--- src/rtl/u8r_pkg.sv ---
// Shared types, constants and code-point helpers for the UTF-8 repair block.
package u8r_pkg;

    localparam int QDEPTH = 4;
    localparam int QPTR_W = $clog2(QDEPTH);
    localparam int QCNT_W = QPTR_W + 1;
    localparam int COPY_W = 3;

    typedef struct packed {
        logic [7:0] in_byte;
        logic       last_in;
    } t_in_word;

    typedef struct packed {
        logic [7:0] out_byte;
        logic       run_end;
        logic       stream_end;
    } t_out_word;

    // Up to three encoded bytes of one fallback code point, byte 0 first
    typedef struct packed {
        logic [2:0][7:0] bytes;
        logic [1:0]      last_idx;
    } t_enc;

    // All output bytes caused by one input word
    typedef struct packed {
        logic [3:0][7:0] bytes;
        logic [1:0]      last_idx;
        logic            last;
    } t_job;

    typedef struct packed {
        logic held;
        logic copy_busy;
    } t_front_stat;

    function automatic logic [15:0] cp1252_map(input logic [4:0] idx);
        logic [15:0] cp;
        case (idx)
            5'd0:    cp = 16'h20ac;
            5'd1:    cp = 16'h0020;
            5'd2:    cp = 16'h201a;
            5'd3:    cp = 16'h0192;
            5'd4:    cp = 16'h201e;
            5'd5:    cp = 16'h2026;
            5'd6:    cp = 16'h2020;
            5'd7:    cp = 16'h2021;
            5'd8:    cp = 16'h02c6;
            5'd9:    cp = 16'h02c6;
            5'd10:   cp = 16'h0160;
            5'd11:   cp = 16'h2039;
            5'd12:   cp = 16'h0152;
            5'd13:   cp = 16'h0020;
            5'd14:   cp = 16'h007e;
            5'd15:   cp = 16'h007f;
            5'd16:   cp = 16'h0020;
            5'd17:   cp = 16'h2018;
            5'd18:   cp = 16'h2019;
            5'd19:   cp = 16'h201c;
            5'd20:   cp = 16'h201d;
            5'd21:   cp = 16'h2022;
            5'd22:   cp = 16'h2013;
            5'd23:   cp = 16'h2014;
            5'd24:   cp = 16'h02dc;
            5'd25:   cp = 16'h2122;
            5'd26:   cp = 16'h0161;
            5'd27:   cp = 16'h203a;
            5'd28:   cp = 16'h0153;
            5'd29:   cp = 16'h0020;
            5'd30:   cp = 16'h017e;
            5'd31:   cp = 16'h0178;
            default: cp = 16'h0020;
        endcase
        return cp;
    endfunction

    // Map a byte to its code point and encode it as UTF-8
    function automatic t_enc fallback_enc(input logic [7:0] b);
        logic [15:0] cp;
        t_enc        e;
        cp = (b[7:5] == 3'b100) ? cp1252_map(b[4:0]) : {8'h00, b};
        e  = '0;
        if (cp < 16'h0080) begin
            e.bytes[0] = cp[7:0];
            e.last_idx = 2'd0;
        end else if (cp < 16'h0800) begin
            e.bytes[0] = {3'b110, cp[10:6]};
            e.bytes[1] = {2'b10, cp[5:0]};
            e.last_idx = 2'd1;
        end else begin
            e.bytes[0] = {4'b1110, cp[15:12]};
            e.bytes[1] = {2'b10, cp[11:6]};
            e.bytes[2] = {2'b10, cp[5:0]};
            e.last_idx = 2'd2;
        end
        return e;
    endfunction

    // Bytes still to copy after a lead and its first continuation byte
    function automatic logic [COPY_W-1:0] copy_len(input logic [7:0] lead);
        logic [COPY_W-1:0] n;
        case (lead) inside
            [8'hE0:8'hEF]: n = COPY_W'(1);
            [8'hF0:8'hF7]: n = COPY_W'(2);
            [8'hF8:8'hFB]: n = COPY_W'(3);
            [8'hFC:8'hFD]: n = COPY_W'(4);
            [8'hFE:8'hFF]: n = COPY_W'(5);
            default:       n = '0;
        endcase
        return n;
    endfunction

endpackage

--- src/rtl/u8r_front.sv ---
// Front end: classifies each input word and builds the job of output bytes it causes.
module u8r_front (
    input  logic                 i_clk,
    input  logic                 i_rst_n,
    input  logic                 i_take,
    input  u8r_pkg::t_in_word    i_in_word,
    output logic                 o_job_push,
    output u8r_pkg::t_job        o_job,
    output u8r_pkg::t_front_stat o_stat
);
    import u8r_pkg::*;

    logic              r_held;
    logic [7:0]        r_held_byte;
    logic [COPY_W-1:0] r_copy;
    logic              n_held;
    logic [7:0]        n_held_byte;
    logic [COPY_W-1:0] n_copy;
    logic              w_job_valid;
    t_job              w_job;
    t_enc              w_enc_held;
    t_enc              w_enc_new;
    logic [7:0]        w_b;
    logic              w_last;
    logic              w_ascii;
    logic              w_cont;

    assign w_b        = i_in_word.in_byte;
    assign w_last     = i_in_word.last_in;
    assign w_ascii    = ~w_b[7];
    assign w_cont     = (w_b[7:6] == 2'b10);
    assign w_enc_held = fallback_enc(r_held_byte);
    assign w_enc_new  = fallback_enc(w_b);

    always_comb begin
        n_held      = r_held;
        n_held_byte = r_held_byte;
        n_copy      = r_copy;
        w_job       = '0;
        w_job.last  = w_last;
        w_job_valid = 1'b0;
        if (r_copy != '0) begin
            w_job.bytes[0] = w_b;
            w_job.last_idx = 2'd0;
            w_job_valid    = 1'b1;
            n_copy         = COPY_W'(r_copy - COPY_W'(1));
        end else if (r_held) begin
            w_job_valid = 1'b1;
            n_held      = 1'b0;
            if (w_cont) begin
                w_job.bytes[0] = r_held_byte;
                w_job.bytes[1] = w_b;
                w_job.last_idx = 2'd1;
                n_copy         = copy_len(r_held_byte);
            end else begin
                // Flush the stale lead, then treat the new byte afresh
                w_job.bytes[0] = w_enc_held.bytes[0];
                w_job.bytes[1] = w_enc_held.bytes[1];
                if (w_ascii) begin
                    w_job.bytes[2] = w_b;
                    w_job.last_idx = 2'd2;
                end else if (w_last) begin
                    w_job.bytes[2] = w_enc_new.bytes[0];
                    w_job.bytes[3] = w_enc_new.bytes[1];
                    w_job.last_idx = 2'd3;
                end else begin
                    w_job.last_idx = 2'd1;
                    n_held         = 1'b1;
                    n_held_byte    = w_b;
                end
            end
        end else begin
            if (w_ascii) begin
                w_job.bytes[0] = w_b;
                w_job.last_idx = 2'd0;
                w_job_valid    = 1'b1;
            end else if (w_cont || w_last) begin
                w_job.bytes[2:0] = w_enc_new.bytes;
                w_job.last_idx   = w_enc_new.last_idx;
                w_job_valid      = 1'b1;
            end else begin
                n_held      = 1'b1;
                n_held_byte = w_b;
            end
        end
        if (w_last) begin
            n_copy = '0;
        end
    end

    always_ff @(posedge i_clk) begin
        if (!i_rst_n) begin
            r_held <= 1'b0;
            r_copy <= '0;
        end else if (i_take) begin
            r_held <= n_held;
            r_copy <= n_copy;
        end
    end

    always_ff @(posedge i_clk) begin
        if (!i_rst_n) begin
            r_held_byte <= '0;
        end else if (i_take) begin
            r_held_byte <= n_held_byte;
        end
    end

    assign o_job_push       = i_take & w_job_valid;
    assign o_job            = w_job;
    assign o_stat.held      = r_held;
    assign o_stat.copy_busy = (r_copy != '0);

endmodule

--- src/rtl/u8r_queue.sv ---
// Short job queue between front and back ends.
module u8r_queue (
    input  logic          i_clk,
    input  logic          i_rst_n,
    input  logic          i_push,
    input  u8r_pkg::t_job i_job,
    input  logic          i_pop,
    output logic          o_full,
    output logic          o_nempty,
    output u8r_pkg::t_job o_head
);
    import u8r_pkg::*;

    t_job              r_mem [QDEPTH];
    logic [QPTR_W-1:0] r_wr_ptr;
    logic [QPTR_W-1:0] r_rd_ptr;
    logic [QCNT_W-1:0] r_count;
    logic              w_wr;
    logic              w_rd;

    assign o_full   = (r_count == QCNT_W'(QDEPTH));
    assign o_nempty = (r_count != '0);
    assign o_head   = r_mem[r_rd_ptr];
    assign w_wr     = i_push & ~o_full;
    assign w_rd     = i_pop & o_nempty;

    always_ff @(posedge i_clk) begin
        if (w_wr) begin
            r_mem[r_wr_ptr] <= i_job;
        end
    end

    always_ff @(posedge i_clk) begin
        if (!i_rst_n) begin
            r_wr_ptr <= '0;
            r_rd_ptr <= '0;
            r_count  <= '0;
        end else begin
            if (w_wr) begin
                r_wr_ptr <= QPTR_W'(r_wr_ptr + QPTR_W'(1));
            end
            if (w_rd) begin
                r_rd_ptr <= QPTR_W'(r_rd_ptr + QPTR_W'(1));
            end
            case ({w_wr, w_rd})
                2'b10:   r_count <= QCNT_W'(r_count + QCNT_W'(1));
                2'b01:   r_count <= QCNT_W'(r_count - QCNT_W'(1));
                default: r_count <= r_count;
            endcase
        end
    end

endmodule

--- src/rtl/u8r_back.sv ---
// Back end: walks the current job one byte per popped word.
module u8r_back (
    input  logic               i_clk,
    input  logic               i_rst_n,
    input  logic               i_q_nempty,
    input  u8r_pkg::t_job      i_q_head,
    output logic               o_q_pop,
    input  logic               i_pop,
    output logic               o_empty,
    output u8r_pkg::t_out_word o_out_word
);
    import u8r_pkg::*;

    logic       r_valid;
    logic [1:0] r_idx;
    t_job       r_job;
    logic       w_fire;
    logic       w_end;
    logic       w_done;
    logic       w_load;

    assign w_fire  = i_pop & r_valid;
    assign w_end   = (r_idx == r_job.last_idx);
    assign w_done  = w_fire & w_end;
    assign w_load  = (~r_valid | w_done) & i_q_nempty;
    assign o_q_pop = w_load;
    assign o_empty = ~r_valid;

    assign o_out_word.out_byte   = r_job.bytes[r_idx];
    assign o_out_word.run_end    = w_end;
    assign o_out_word.stream_end = w_end & r_job.last;

    always_ff @(posedge i_clk) begin
        if (!i_rst_n) begin
            r_valid <= 1'b0;
            r_idx   <= '0;
        end else if (w_load) begin
            r_valid <= 1'b1;
            r_idx   <= '0;
        end else if (w_done) begin
            r_valid <= 1'b0;
        end else if (w_fire) begin
            r_idx <= 2'(r_idx + 2'd1);
        end
    end

    always_ff @(posedge i_clk) begin
        if (w_load) begin
            r_job <= i_q_head;
        end
    end

endmodule

--- src/rtl/utf8_repair_cp1252_fallback_core.sv ---
// UTF-8 repair with a fallback table mostly following Windows-1252: top level.
// An accepted word's job is written into the job queue, then loaded into the back end's job
// register once the back end is free; that register's current byte drives the result ports.
// Throughput: one input word per cycle while the job queue has room; the back end emits one
// byte per cycle while pop is asserted, so a word causing up to four bytes holds it until all are popped.
// full rises when the four-entry job queue fills. Synchronous active-low reset empties
// the queue and drops any held lead byte or pending verbatim copy.
module utf8_repair_cp1252_fallback_core (
    input  logic               i_clk,
    input  logic               i_rst_n,
    input  logic               push,
    output logic               full,
    input  u8r_pkg::t_in_word  i_in_word,
    output logic               empty,
    input  logic               pop,
    output u8r_pkg::t_out_word o_out_word
);
    import u8r_pkg::*;

    logic        w_take;
    logic        w_job_push;
    t_job        w_job;
    t_front_stat w_stat;
    logic        w_q_full;
    logic        w_q_nempty;
    logic        w_q_pop;
    t_job        w_q_head;

    assign full   = w_q_full;
    assign w_take = push & ~w_q_full;

    u8r_front u_front (
        .i_clk      (i_clk),
        .i_rst_n    (i_rst_n),
        .i_take     (w_take),
        .i_in_word  (i_in_word),
        .o_job_push (w_job_push),
        .o_job      (w_job),
        .o_stat     (w_stat)
    );

    u8r_queue u_queue (
        .i_clk    (i_clk),
        .i_rst_n  (i_rst_n),
        .i_push   (w_job_push),
        .i_job    (w_job),
        .i_pop    (w_q_pop),
        .o_full   (w_q_full),
        .o_nempty (w_q_nempty),
        .o_head   (w_q_head)
    );

    u8r_back u_back (
        .i_clk      (i_clk),
        .i_rst_n    (i_rst_n),
        .i_q_nempty (w_q_nempty),
        .i_q_head   (w_q_head),
        .o_q_pop    (w_q_pop),
        .i_pop      (pop),
        .o_empty    (empty),
        .o_out_word (o_out_word)
    );

    // End of stream leaves nothing held
    a_last_flushes: assert property (@(posedge i_clk) disable iff (!i_rst_n)
        (w_take && i_in_word.last_in) |=> (!w_stat.held && !w_stat.copy_busy))
        else $error("lead or copy survives end of stream");

    a_held_xor_copy: assert property (@(posedge i_clk) disable iff (!i_rst_n)
        !(w_stat.held && w_stat.copy_busy))
        else $error("lead held during verbatim copy");

    // A last word always yields a job
    a_last_pushes: assert property (@(posedge i_clk) disable iff (!i_rst_n)
        (w_take && i_in_word.last_in) |-> w_job_push)
        else $error("last word produced no output");

    a_stream_end_run: assert property (@(posedge i_clk) disable iff (!i_rst_n)
        (!empty && o_out_word.stream_end) |-> o_out_word.run_end)
        else $error("stream end without run end");

endmodule
--- config.mk ---
export PLATFORM = sky130hd
export DESIGN_NAME = utf8_repair_cp1252_fallback_core
export DESIGN_NICKNAME = d
export VERILOG_FILES = /design/src/rtl/u8r_pkg.sv /design/src/rtl/u8r_front.sv /design/src/rtl/u8r_queue.sv /design/src/rtl/u8r_back.sv /design/src/rtl/utf8_repair_cp1252_fallback_core.sv
export SDC_FILE = /design/constraint.sdc
export NUM_CORES = 1
export LEC_CHECK = 0
export BUFFER_PORTS_ARGS = -buffer_cell sky130_fd_sc_hd__buf_2
export CAP_MARGIN = 20
export CORE_MARGIN = 2
export CORE_UTILIZATION = 50
export CTS_CLUSTER_DIAMETER = 50
export DETAILED_ROUTE_END_ITERATION = 12
export PLACE_DENSITY = 0.75
export SLEW_MARGIN = 10
export SYNTH_ARGS = -nofsm -noshare
export SYNTH_HDL_FRONTEND = slang
export SYNTH_HIERARCHICAL = 1
export SYNTH_SLANG_ARGS = --single-unit
--- constraint.sdc ---
create_clock -name i_clk -period 3.21 [get_ports i_clk]
set_input_delay 0.1605 -clock i_clk [delete_from_list [all_inputs] [get_ports i_clk]]
set_output_delay 0.1605 -clock i_clk [all_outputs]
set_load 0.01 [all_outputs]
==> results of run 1 <==
## sequential cells by signal, indices dropped and copies added (netlist names), named ones only
| signal | count |
|---|---|
| u_back/r_idx | 2 |
| u_back/r_job | 35 |
| u_back/r_valid | 1 |
| u_front/r_copy | 3 |
| u_front/r_held | 1 |
| u_front/r_held_byte | 8 |
| u_queue/r_count | 3 |
| u_queue/r_mem | 140 |
| u_queue/r_rd_ptr | 2 |
| u_queue/r_wr_ptr | 2 |
## area by class of cell
type | count | share of cell area (%)
sequential | 210 | 52.4
multi-input combinational | 473 | 33.7
clock buffer | 28 | 5.21
timing repair buffer | 56 | 3.66
tap | 270 | 2.97
inverter | 39 | 1.29
clock inverter | 9 | 0.716
## worst paths after layout
path,endpoint,cells after the start
max reg2reg,u_queue/r_count[2]$_SDFFE_PN0P_,13
min,u_queue/r_mem[3][0]$_DFFE_PP_,1
min reg2reg,u_front/r_copy[1]$_SDFFE_PN0P_,2
max,u_queue/r_count[2]$_SDFFE_PN0P_,13
## per-stage QoR
stage / util, % / setup slack (ns)
2_1_floorplan: - / 0.205
3_3_place_gp: 52.7 / 0.397
3_5_place_dp: 52.7 / 0.324
4_1_cts: 56.1 / 0.293
5_1_grt: 56.2 / 0.113
6_report: 56.2 / 0.327
## power breakdown
group	switching, mW	internal, mW
clock network	0.960	1.38
registers	0.228	3.64
logic	0.951	0.806
## what timing repair did
item	in CTS	in global routing
endpoints found under the hold margin	2	0
endpoints found under the setup margin	0	1
resized for setup	0	1
hold buffers	2	0
## routing by layer
layer | GRT usage, % | wire (um) | up-vias
met1 | 27.9 | 9250 | 3249
met5 | 0 | 0 | -
met4 | 4.18 | 330 | 0
met2 | 33.5 | 10500 | 254
met3 | 3.12 | 1550 | 33
li1 | - | - | 3038
==> summary.md, run 1 <==
| Metric | Value |
|---|---|
| Setup crit end kind | `flip-flop` |
| Status | `finished, final reports clean` |
| Mapped Area | `10300 um2` |
| H-tree depth | `1` |
| Placement row count | `52` |
| Final Skew | `0.0119 ns` |
| Commonest non-fill, non-tap cell in the layout | `edfxtp_1` |
| Share of cells above drive strength 1 | `19.4%` |
| # fillers | `1599` |
| Sequential cell area | `5960 um2` |
| Final setup fails | `0` |
| Routed WL per cell | `19.9 um` |
| Crit Path Max Fanout | `9` |
| Die Y | `147 um` |
| Critical path type | `reg2reg` |
| Post-layout min period | `2.88 ns` |
| Initial Util | `50.8%` |
| Post-Syn Instances | `775` |
| Grt ovf | `0` |
| CTS Buffer Depth | `3` |
| Post-CTS Setup Bufs | `0` |
| Worst-Margin Slew | `0.593 ns` |
| Max Cap Viol | `0` |
| Placer congestion estimate | `0.913` |
| Worst hold start | `i_in_word[0]` |
| DR vias | `6574` |
| Finished Layout Cells | `1085` |
| Max VDD drop | `0.310 mV` |
| Final #Nets | `836` |
| Slowest CP cell | `and4b_1` |
| Final WL | `21600 um` |
| Largest net degree at the start of global routing | `37` |
| First-pass GRT wire length | `34200 um` |
| CTS tree | `built` |
| Slew Viols, Final | `0` |
| DPL Wire Length | `14400 um` |
| Area of the multi-input gates | `3830 um2` |
| Avg Synthesized Cell Area | `13.3 um2` |
| CP Launch Type | `flip-flop` |
| WP data required | `3.62 ns` |
| Ys Warns | `6` |
| Residual DRC | `0` |
| Clock sink total | `210` |
| Hold WS | `0.0566 ns` |
| Power per Cell Area | `701 nW/um2` |
| CP arrival | `3.29 ns` |
| R2r startpoint | `u_front/r_copy[0]$_SDFFE_PN0P_` |
| CTS Buf Count | `21` |
| Number of global-route vias before repair | `6270` |
| Worst min-delay path class | `in2reg` |
| Detail Route Antenna Nets | `0` |
| RSZ-0062 raised after global routing | `no` |
| Final TNS setup | `0 ns` |
| Root Driver | `clkbuf_16` |
| Fmax | `347 MHz` |
| Slew margin rel. | `59.9%` |
| Tcrit/Tclk final | `89.8%` |
| I/O Pins | `25` |
| Die area | `21700 um2` |
| Die W | `147 um` |
| DRT iter0 DRCs | `637` |
| Static Leakage | `3.95 nW` |
| Gr usage total | `19.9%` |
| Post-route cell area | `11400 um2` |
| P&R area growth vs syn | `10.4%` |
| Pwr Total | `7.97 mW` |
| Most frequent cells in the layout | `175 x edfxtp_1, 50 x a21oi_1, 44 x nand2_1` |
| Clk slew on worst S/H paths | `0.06 ns` |
| CP startpoint | `u_front/r_copy[0]$_SDFFE_PN0P_` |
| Total iterations of the first detailed-routing run | `5` |
| Core Region | `20200 um2` |
| Initial antenna violation count | `0` |
| CP top delay family | `adder cells` |
| Clock latency on the worst-skew pair | `0.49 ns` |
| Endpoints failing hold | `0` |
| Critical path's largest stage delay | `0.40 ns` |
| Buf+Inv Stages, Crit Path | `3` |
| Port buffer count | `24` |
| Placed cells | `1046` |
| Reg2reg setup slack | `0.33 ns` |
| Vias/cell | `6.06` |
| Worst path cell trace | `inv_1 > ha_1 > ha_1 > and4b_1 > a21oi_1 > nor2b_1 > inv_1 > ha_1 > inv_1 > fa_1 > xor2_1 > or3_1 > a21boi_0` |
| Ant. Diodes | `0` |
| Placed Area | `10700 um2` |
No activity file was read; power rests on OpenSTA's default activity.
==> inputs of run 2 (changes only) <==
--- a/config.mk
+++ b/config.mk
@@ -5,13 +5,14 @@
 export SDC_FILE = /design/constraint.sdc
 export NUM_CORES = 1
 export LEC_CHECK = 0
-export BUFFER_PORTS_ARGS = -buffer_cell sky130_fd_sc_hd__buf_2
 export CAP_MARGIN = 20
 export CORE_MARGIN = 2
 export CORE_UTILIZATION = 50
+export CTS_BUF_LIST = sky130_fd_sc_hd__clkbuf_4
 export CTS_CLUSTER_DIAMETER = 50
 export DETAILED_ROUTE_END_ITERATION = 12
-export PLACE_DENSITY = 0.75
+export DONT_BUFFER_PORTS = 1
+export PLACE_DENSITY = 0.74
 export SLEW_MARGIN = 10
 export SYNTH_ARGS = -nofsm -noshare
 export SYNTH_HDL_FRONTEND = slang
==> run 2 against run 1 <==
  * Hold slack better by 0.012 ns
  * Combinational power down 7%
  * Non-clock buffer count down 21
  * Routed wire length down 0.19%
  * Design area down 0.63%
  * Utilization down 0.35 points
  * Power down 3.4%
==> summary.md, run 2 (synthesized netlist as in run 1, its figures left out) <==
| Metric | Value |
|---|---|
| Max VDD drop | `0.337 mV (was 0.310 mV)` |
| Slew Viols, Final | `0 (unchanged)` |
| Fmax | `333 MHz (was 347 MHz)` |
| Final #Nets | `845 (was 836)` |
| Biggest regs | `u_queue/r_mem (140), u_back/r_job (35), u_front/r_held_byte (8) (unchanged)` |
| I/O Pins | `25 (unchanged)` |
| CTS tree | `built (unchanged)` |
| Residual DRC | `0 (unchanged)` |
| Critical path type | `reg2reg (unchanged)` |
| Grt ovf | `0 (unchanged)` |
| Cells on Worst Hold Path | `3 (was 1)` |
| Most frequent cells in the layout | `175 x edfxtp_1, 76 x clkbuf_4, 50 x a21oi_1 (was 175 x edfxtp_1, 50 x a21oi_1, 44 x nand2_1)` |
| Detail Route Antenna Nets | `0 (unchanged)` |
| Core Region | `20200 um2 (unchanged)` |
| Crit Path Max Fanout | `10 (was 9)` |
| Post-layout min period | `3.00 ns (was 2.88 ns)` |
| Largest net degree at the start of global routing | `37 (unchanged)` |
| Commonest non-fill, non-tap cell in the layout | `edfxtp_1 (unchanged)` |
| Max Cap Viol | `0 (unchanged)` |
| Clock latency on the worst-skew pair | `0.65 ns (was 0.49 ns)` |
| First-pass GRT wire length | `34700 um (was 34200 um)` |
| Die W | `147 um (unchanged)` |
| Status | `finished, final reports clean (unchanged)` |
| Initial antenna violation count | `1 (was 0)` |
| Gr usage total | `20.1% (was 19.9%)` |
| DRT iter0 DRCs | `622 (was 637)` |
| Static Leakage | `3.93 nW (was 3.95 nW)` |
| Die area | `21700 um2 (unchanged)` |
| P&R area growth vs syn | `9.74% (was 10.4%)` |
| Max reg flops | `140 (unchanged)` |
| Placement row count | `52 (unchanged)` |
| Tcrit/Tclk final | `93.6% (was 89.8%)` |
| Total iterations of the first detailed-routing run | `6 (was 5)` |
| Finished Layout Cells | `1119 (was 1085)` |
| Top reg by flops | `u_queue/r_mem (unchanged)` |
| Final Util | `55.8% (was 56.2%)` |
| Endpoints failing hold | `0 (unchanged)` |
| Clock sink total | `210 (unchanged)` |
| Root Driver | `clkbuf_4 (was clkbuf_16)` |
| Final WL | `21600 um (about the same)` |
| Vias/cell | `5.90 (was 6.06)` |
| Placed cells | `1016 (was 1046)` |
| WP data required | `3.73 ns (was 3.62 ns)` |
| Worst-Margin Slew | `0.737 ns (was 0.593 ns)` |
| Final setup fails | `0 (unchanged)` |
| Clk slew on worst S/H paths | `0.07 ns (was 0.06 ns)` |
| Share of cells above drive strength 1 | `20.4% (was 19.4%)` |
| Number of global-route vias before repair | `6513 (was 6270)` |
| DR vias | `6601 (was 6574)` |
| CTS Buf Count | `51 (was 21)` |
| Worst min-delay path class | `in2reg (unchanged)` |
| DPL Wire Length | `14000 um (was 14400 um)` |
| H-tree depth | `2 (was 1)` |
| Reg2reg path depth | `10 (was 13)` |
| Final Skew | `0.0522 ns (was 0.0119 ns)` |
| RSZ-0062 raised after global routing | `no (unchanged)` |
| Final TNS setup | `0 ns (unchanged)` |
| Routed WL per cell | `19.3 um (was 19.9 um)` |
| CP arrival | `3.53 ns (was 3.29 ns)` |
| Pwr Total | `7.69 mW (was 7.97 mW)` |
| CP Launch Type | `flip-flop (unchanged)` |
| Slew margin rel. | `50.7% (was 59.9%)` |
| Placer congestion estimate | `0.900 (was 0.913)` |
| Setup crit end kind | `flip-flop (unchanged)` |
| Power per Cell Area | `681 nW/um2 (was 701 nW/um2)` |
| CTS Buffer Depth | `3 (unchanged)` |
| Die Y | `147 um (unchanged)` |
| Initial Util | `50.8% (unchanged)` |
| Port buffer count | `0 (was 24)` |
run 2: cell types whose count changed in the layout (fill, tap and decap cells not counted), sizes merged:
cell	delta
clkbuf	+48
buf	-30
dlygate4sd3	+9
clkinv	+7
clkinvlp	-1
diode	+1
run 2: path summary, 6_finish.rpt:
check | start | to | slack [ns]
hold / removal | i_in_word[7] | u_queue/r_mem[1][25]$_DFFE_PP_ | 0.07
setup / recovery | u_queue/r_count[1]$_SDFFE_PN0P_ | flip-flop | 0.21
setup reg to reg | u_queue/r_count[1]$_SDFFE_PN0P_ | flip-flop | 0.21
hold reg to reg | u_front/r_copy[1]$_SDFFE_PN0P_ | u_front/r_copy[1]$_SDFFE_PN0P_ | 0.46
run 2: area by class of cell:
type / instances / area (um2)
well taps: 270 / 338
repair buffers: 35 / 353
inverters: 39 / 150
multi-input cells: 473 / 3820
clock buffers: 76 / 571
diodes: 1 / 2.50
clock inverters: 15 / 96.3
flip-flops and latches: 210 / 5960
fillers: 1624 / 8940
run 2: repair_timing:
item,4_1_cts,5_1_grt
buffers inserted,0,0
endpoints found under the hold margin,95,0
hold buffers,11,0
resized for setup,0,1
setup endpoints to repair,0,2
run 2: layer usage:
metal  vias to the layer above  part of all wire, %  track usage, %
li1                       3098                    -               -
met1                      3191                   43            27.9
met2                       261                   47            32.1
met3                        51                  7.0            4.38
met4                         0                  2.4            6.68
met5                         -                    0               0
run 2: worst max-delay path, cell delays in order, from the launching register on:
cell        delay (ns)
dfxtp_1           0.45
nor3b_2           0.11
nor2b_4           0.29
clkinvlp_4        0.27
nor3_1            0.32
o21ai_1           0.27
ha_1              0.38
nor2_1            0.16
nand2_1           0.09
and3_1            0.18
a2111o_1          0.37
run 2: per-stage QoR:
stage | cell area (um2) | setup WS, ns | hold slack, ns
after floorplan | 10300 | 0.205 | 0.313
after detailed placement | 10500 | 0.232 | 0.261
after global placement | 10500 | 0.279 | 0.261
final | 11300 | 0.205 | 0.0688
after CTS | 11300 | 0.189 | 0.00112
after global routing | 11300 | 0.0298 | 0.0256
run 2: power breakdown:
| part | switching, mW | internal [mW] |
|---|---|---|
| Sequential | 0.238 | 3.64 |
| Clock | 1.01 | 1.17 |
| Combinational | 0.878 | 0.758 |
| Total | 2.13 | 5.57 |
==> inputs of run 3 (changes only) <==
--- a/config.mk
+++ b/config.mk
@@ -5,6 +5,7 @@
 export SDC_FILE = /design/constraint.sdc
 export NUM_CORES = 1
 export LEC_CHECK = 0
+export ABC_AREA = 1
 export CAP_MARGIN = 20
 export CORE_MARGIN = 2
 export CORE_UTILIZATION = 50
==> run 3 against run 2 <==
  * Power increased by 3.0%
  * Die area decreased by 0.97%
  * Register-to-register slack better by 0.09 ns
  * Hold slack improved by 0.0018 ns
  * Non-clock buffer count decreased by 3
  * Fmax grew 3.1%
  * Highest routed layer unchanged
  * Largest power group unchanged
  * Setup slack improved by 0.089 ns
  * Design area decreased by 0.57%
  * Utilization about the same
  * Global-route usage rose by 2.9 points
==> summary.md, run 3 <==
| Metric | Value |
|---|---|
| H-tree depth | `2 (unchanged)` |
| Critical path's largest stage delay | `0.56 ns (was 0.45 ns)` |
| CTS resizes | `0 (unchanged)` |
| Placer congestion estimate | `0.942 (was 0.900)` |
| Total iterations of the first detailed-routing run | `5 (was 6)` |
| Largest net degree at the start of global routing | `71 (was 37)` |
| Root Driver | `clkbuf_4 (unchanged)` |
| Final Util | `55.8% (about the same)` |
| DR vias | `7944 (was 6601)` |
| Final setup fails | `0 (unchanged)` |
| Final #Nets | `1152 (was 845)` |
| DPL Wire Length | `15200 um (was 14000 um)` |
| Critical path type | `reg2reg (unchanged)` |
| Endpoints failing hold | `0 (unchanged)` |
| Detail Route Antenna Nets | `0 (unchanged)` |
| Slowest CP cell | `dlygate4sd3_1 (was dfxtp_1)` |
| P_sw | `2.61 mW (was 2.13 mW)` |
| Clock latency on the worst-skew pair | `0.66 ns (was 0.65 ns)` |
| Clk slew on worst S/H paths | `0.06 ns (was 0.07 ns)` |
| Number of global-route vias before repair | `7664 (was 6513)` |
| Vias/cell | `5.56 (was 5.90)` |
| Pint | `5.31 mW (was 5.57 mW)` |
| First-pass GRT wire length | `39100 um (was 34700 um)` |
| # fillers | `1766 (was 1624)` |
| Fmax | `343 MHz (was 333 MHz)` |
| Power per Cell Area | `706 nW/um2 (was 681 nW/um2)` |
| Mapped Area | `10200 um2 (was 10300 um2)` |
| RSZ-0062 raised after global routing | `no (unchanged)` |
| Comb power frac | `24.4% (was 21.3%)` |
| DRT iter0 DRCs | `733 (was 622)` |
| Post-Syn Instances | `1081 (was 775)` |
| Core Region | `20100 um2 (was 20200 um2)` |
| Max reg flops | `140 (unchanged)` |
| Grt ovf | `0 (unchanged)` |
| Slew margin rel. | `54.0% (was 50.7%)` |
| CP startpoint | `u_queue/r_count[1]$_SDFFE_PN0P_ (unchanged)` |
| Clock sink total | `210 (unchanged)` |
| Final WL | `24400 um (was 21600 um)` |
| CTS Buffer Depth | `3 (unchanged)` |
| Die W | `147 um (about the same)` |
| Reg2reg path depth | `11 (was 10)` |
| Gr usage total | `23.0% (was 20.1%)` |
| Share of cells above drive strength 1 | `11.5% (was 20.4%)` |
| Net Sw Frac | `33.0% (was 27.6%)` |
| Crit Path Max Fanout | `9 (was 10)` |
| Routed WL per cell | `17.1 um (was 19.3 um)` |
| Reg power frac | `48.2% (was 50.4%)` |
| Post-layout min period | `2.92 ns (was 3.00 ns)` |
| Commonest non-fill, non-tap cell in the layout | `nand2_1 (was edfxtp_1)` |
| CTS tree | `built (unchanged)` |
| Clock share of power | `27.3% (was 28.3%)` |
| Initial Util | `50.7% (was 50.8%)` |
| Die area | `21500 um2 (was 21700 um2)` |
| R2r startpoint | `u_queue/r_count[1]$_SDFFE_PN0P_ (unchanged)` |
| Max Cap Viol | `0 (unchanged)` |
| Residual DRC | `0 (unchanged)` |
| Max VDD drop | `0.333 mV (was 0.337 mV)` |
| Initial antenna violation count | `1 (unchanged)` |
| CTS Buf Count | `51 (unchanged)` |
| CP Launch Type | `flip-flop (unchanged)` |
| Final Skew | `0.0371 ns (was 0.0522 ns)` |
| Reg2reg setup slack | `0.29 ns (was 0.21 ns)` |
| Static Leakage | `4.38 nW (was 3.93 nW)` |
| Worst path cell trace | `nor2_1 > nand2_1 > inv_1 > nor2_2 > nand2_1 > nor3_4 > inv_2 > o21ai_0 > dlygate4sd3_1 > a21oi_1 > dlygate4sd3_1 (was nor3b_2 > nor2b_4 > clkinvlp_4 > nor3_1 > o21ai_1 > ha_1 > nor2_1 > nand2_1 > and3_1 > a2111o_1)` |
| Die Y | `147 um (about the same)` |
| Placement row count | `52 (unchanged)` |
| Worst hold start | `i_in_word[4] (was i_in_word[7])` |
| P&R area growth vs syn | `10.2% (was 9.74%)` |
| CP arrival | `3.46 ns (was 3.53 ns)` |
| Pwr Total | `7.93 mW (was 7.69 mW)` |
| Post-CTS Hold Buffers | `16 (was 11)` |
| Most frequent cells in the layout | `189 x nand2_1, 175 x edfxtp_1, 159 x nor2_1 (was 175 x edfxtp_1, 76 x clkbuf_4, 50 x a21oi_1)` |
| Post-CTS Setup Bufs | `0 (unchanged)` |
| Top reg by flops | `u_queue/r_mem (unchanged)` |
| Tcrit/Tclk final | `90.8% (was 93.6%)` |
| Port buffer count | `0 (unchanged)` |
| Biggest regs | `u_queue/r_mem (140), u_back/r_job (35), u_front/r_held_byte (8) (unchanged)` |
| Setup crit end kind | `flip-flop (unchanged)` |
| Worst min-delay path class | `in2reg (unchanged)` |
| Status | `finished, final reports clean (unchanged)` |
| Worst-Margin Slew | `0.690 ns (was 0.737 ns)` |
| Ys Warns | `6 (unchanged)` |
| Avg Synthesized Cell Area | `9.42 um2 (was 13.3 um2)` |
| WP data required | `3.75 ns (was 3.73 ns)` |
| I/O Pins | `25 (unchanged)` |
| Cells on Worst Hold Path | `3 (unchanged)` |
| Slew Viols, Final | `0 (unchanged)` |
==> run 3: per-layer routing <==
layer	share of wire, %	track usage, %	vias to the layer above	wire (um)
met2	48	37.9	342	11700
met1	41	30.2	3721	10000
met3	7.8	4.25	55	1910
met4	2.8	9.61	0	695
li1	-	-	3826	-
met5	0	0	-	0
==> run 3: per-stage QoR <==
| step | instance area (um2) | setup WS, ns | std cells | hold slack (ns) | TNS [ns] |
|---|---|---|---|---|---|
| 5_1_grt | 11200 | 0.0323 | 1429 | 0.0519 | 0 |
| 6_report | 11200 | 0.295 | 1429 | 0.0706 | 0 |
| 4_1_cts | 11200 | 0.305 | 1428 | 0.0151 | 0 |
| 3_3_place_gp | 10400 | 0.513 | 1318 | 0.262 | 0 |
| 2_1_floorplan | 10200 | -0.0977 | 1082 | 0.281 | -13.68 |
| 3_5_place_dp | 10400 | 0.453 | 1318 | 0.262 | 0 |
==> run 3: worst paths after layout <==
check	end
max	u_front/r_held_byte[5]$_SDFFE_PN0N_
min	u_queue/r_mem[1][31]$_DFFE_PP_
max reg2reg	u_front/r_held_byte[5]$_SDFFE_PN0N_
min reg2reg	u_front/r_copy[0]$_SDFFE_PN0P_
==> run 3: power by group through the flow <==
stage / logic [mW] / registers (mW) / clock network [mW]
2_1_floorplan: 1.48 / 3.82 / 0
3_3_place_gp: 1.86 / 3.87 / 0
3_5_place_dp: 1.90 / 3.88 / 0
4_1_cts: 1.94 / 3.82 / 2.22
5_1_grt: 2.18 / 3.87 / 2.35
6_report: 1.94 / 3.82 / 2.17
==> run 3: cell type report <==
type | instances | area [um2] | share of cell area (%)
clock buffer | 72 | 541 | 4.81
inverter | 97 | 369 | 3.29
sequential | 210 | 5960 | 53.1
clock inverter | 22 | 121 | 1.08
antenna | 1 | 2.50 | 0.0223
tap | 270 | 338 | 3.01
multi-input combinational | 725 | 3570 | 31.8
timing repair buffer | 32 | 330 | 2.94
==> run 3: worst max-delay path, delay by kind of cell, from the launching register on <==
kind	cells	cell delay (ns)
buf+inv	4	1.38
flops	1	0.35
compound gates	2	0.19
simple gates	5	0.88
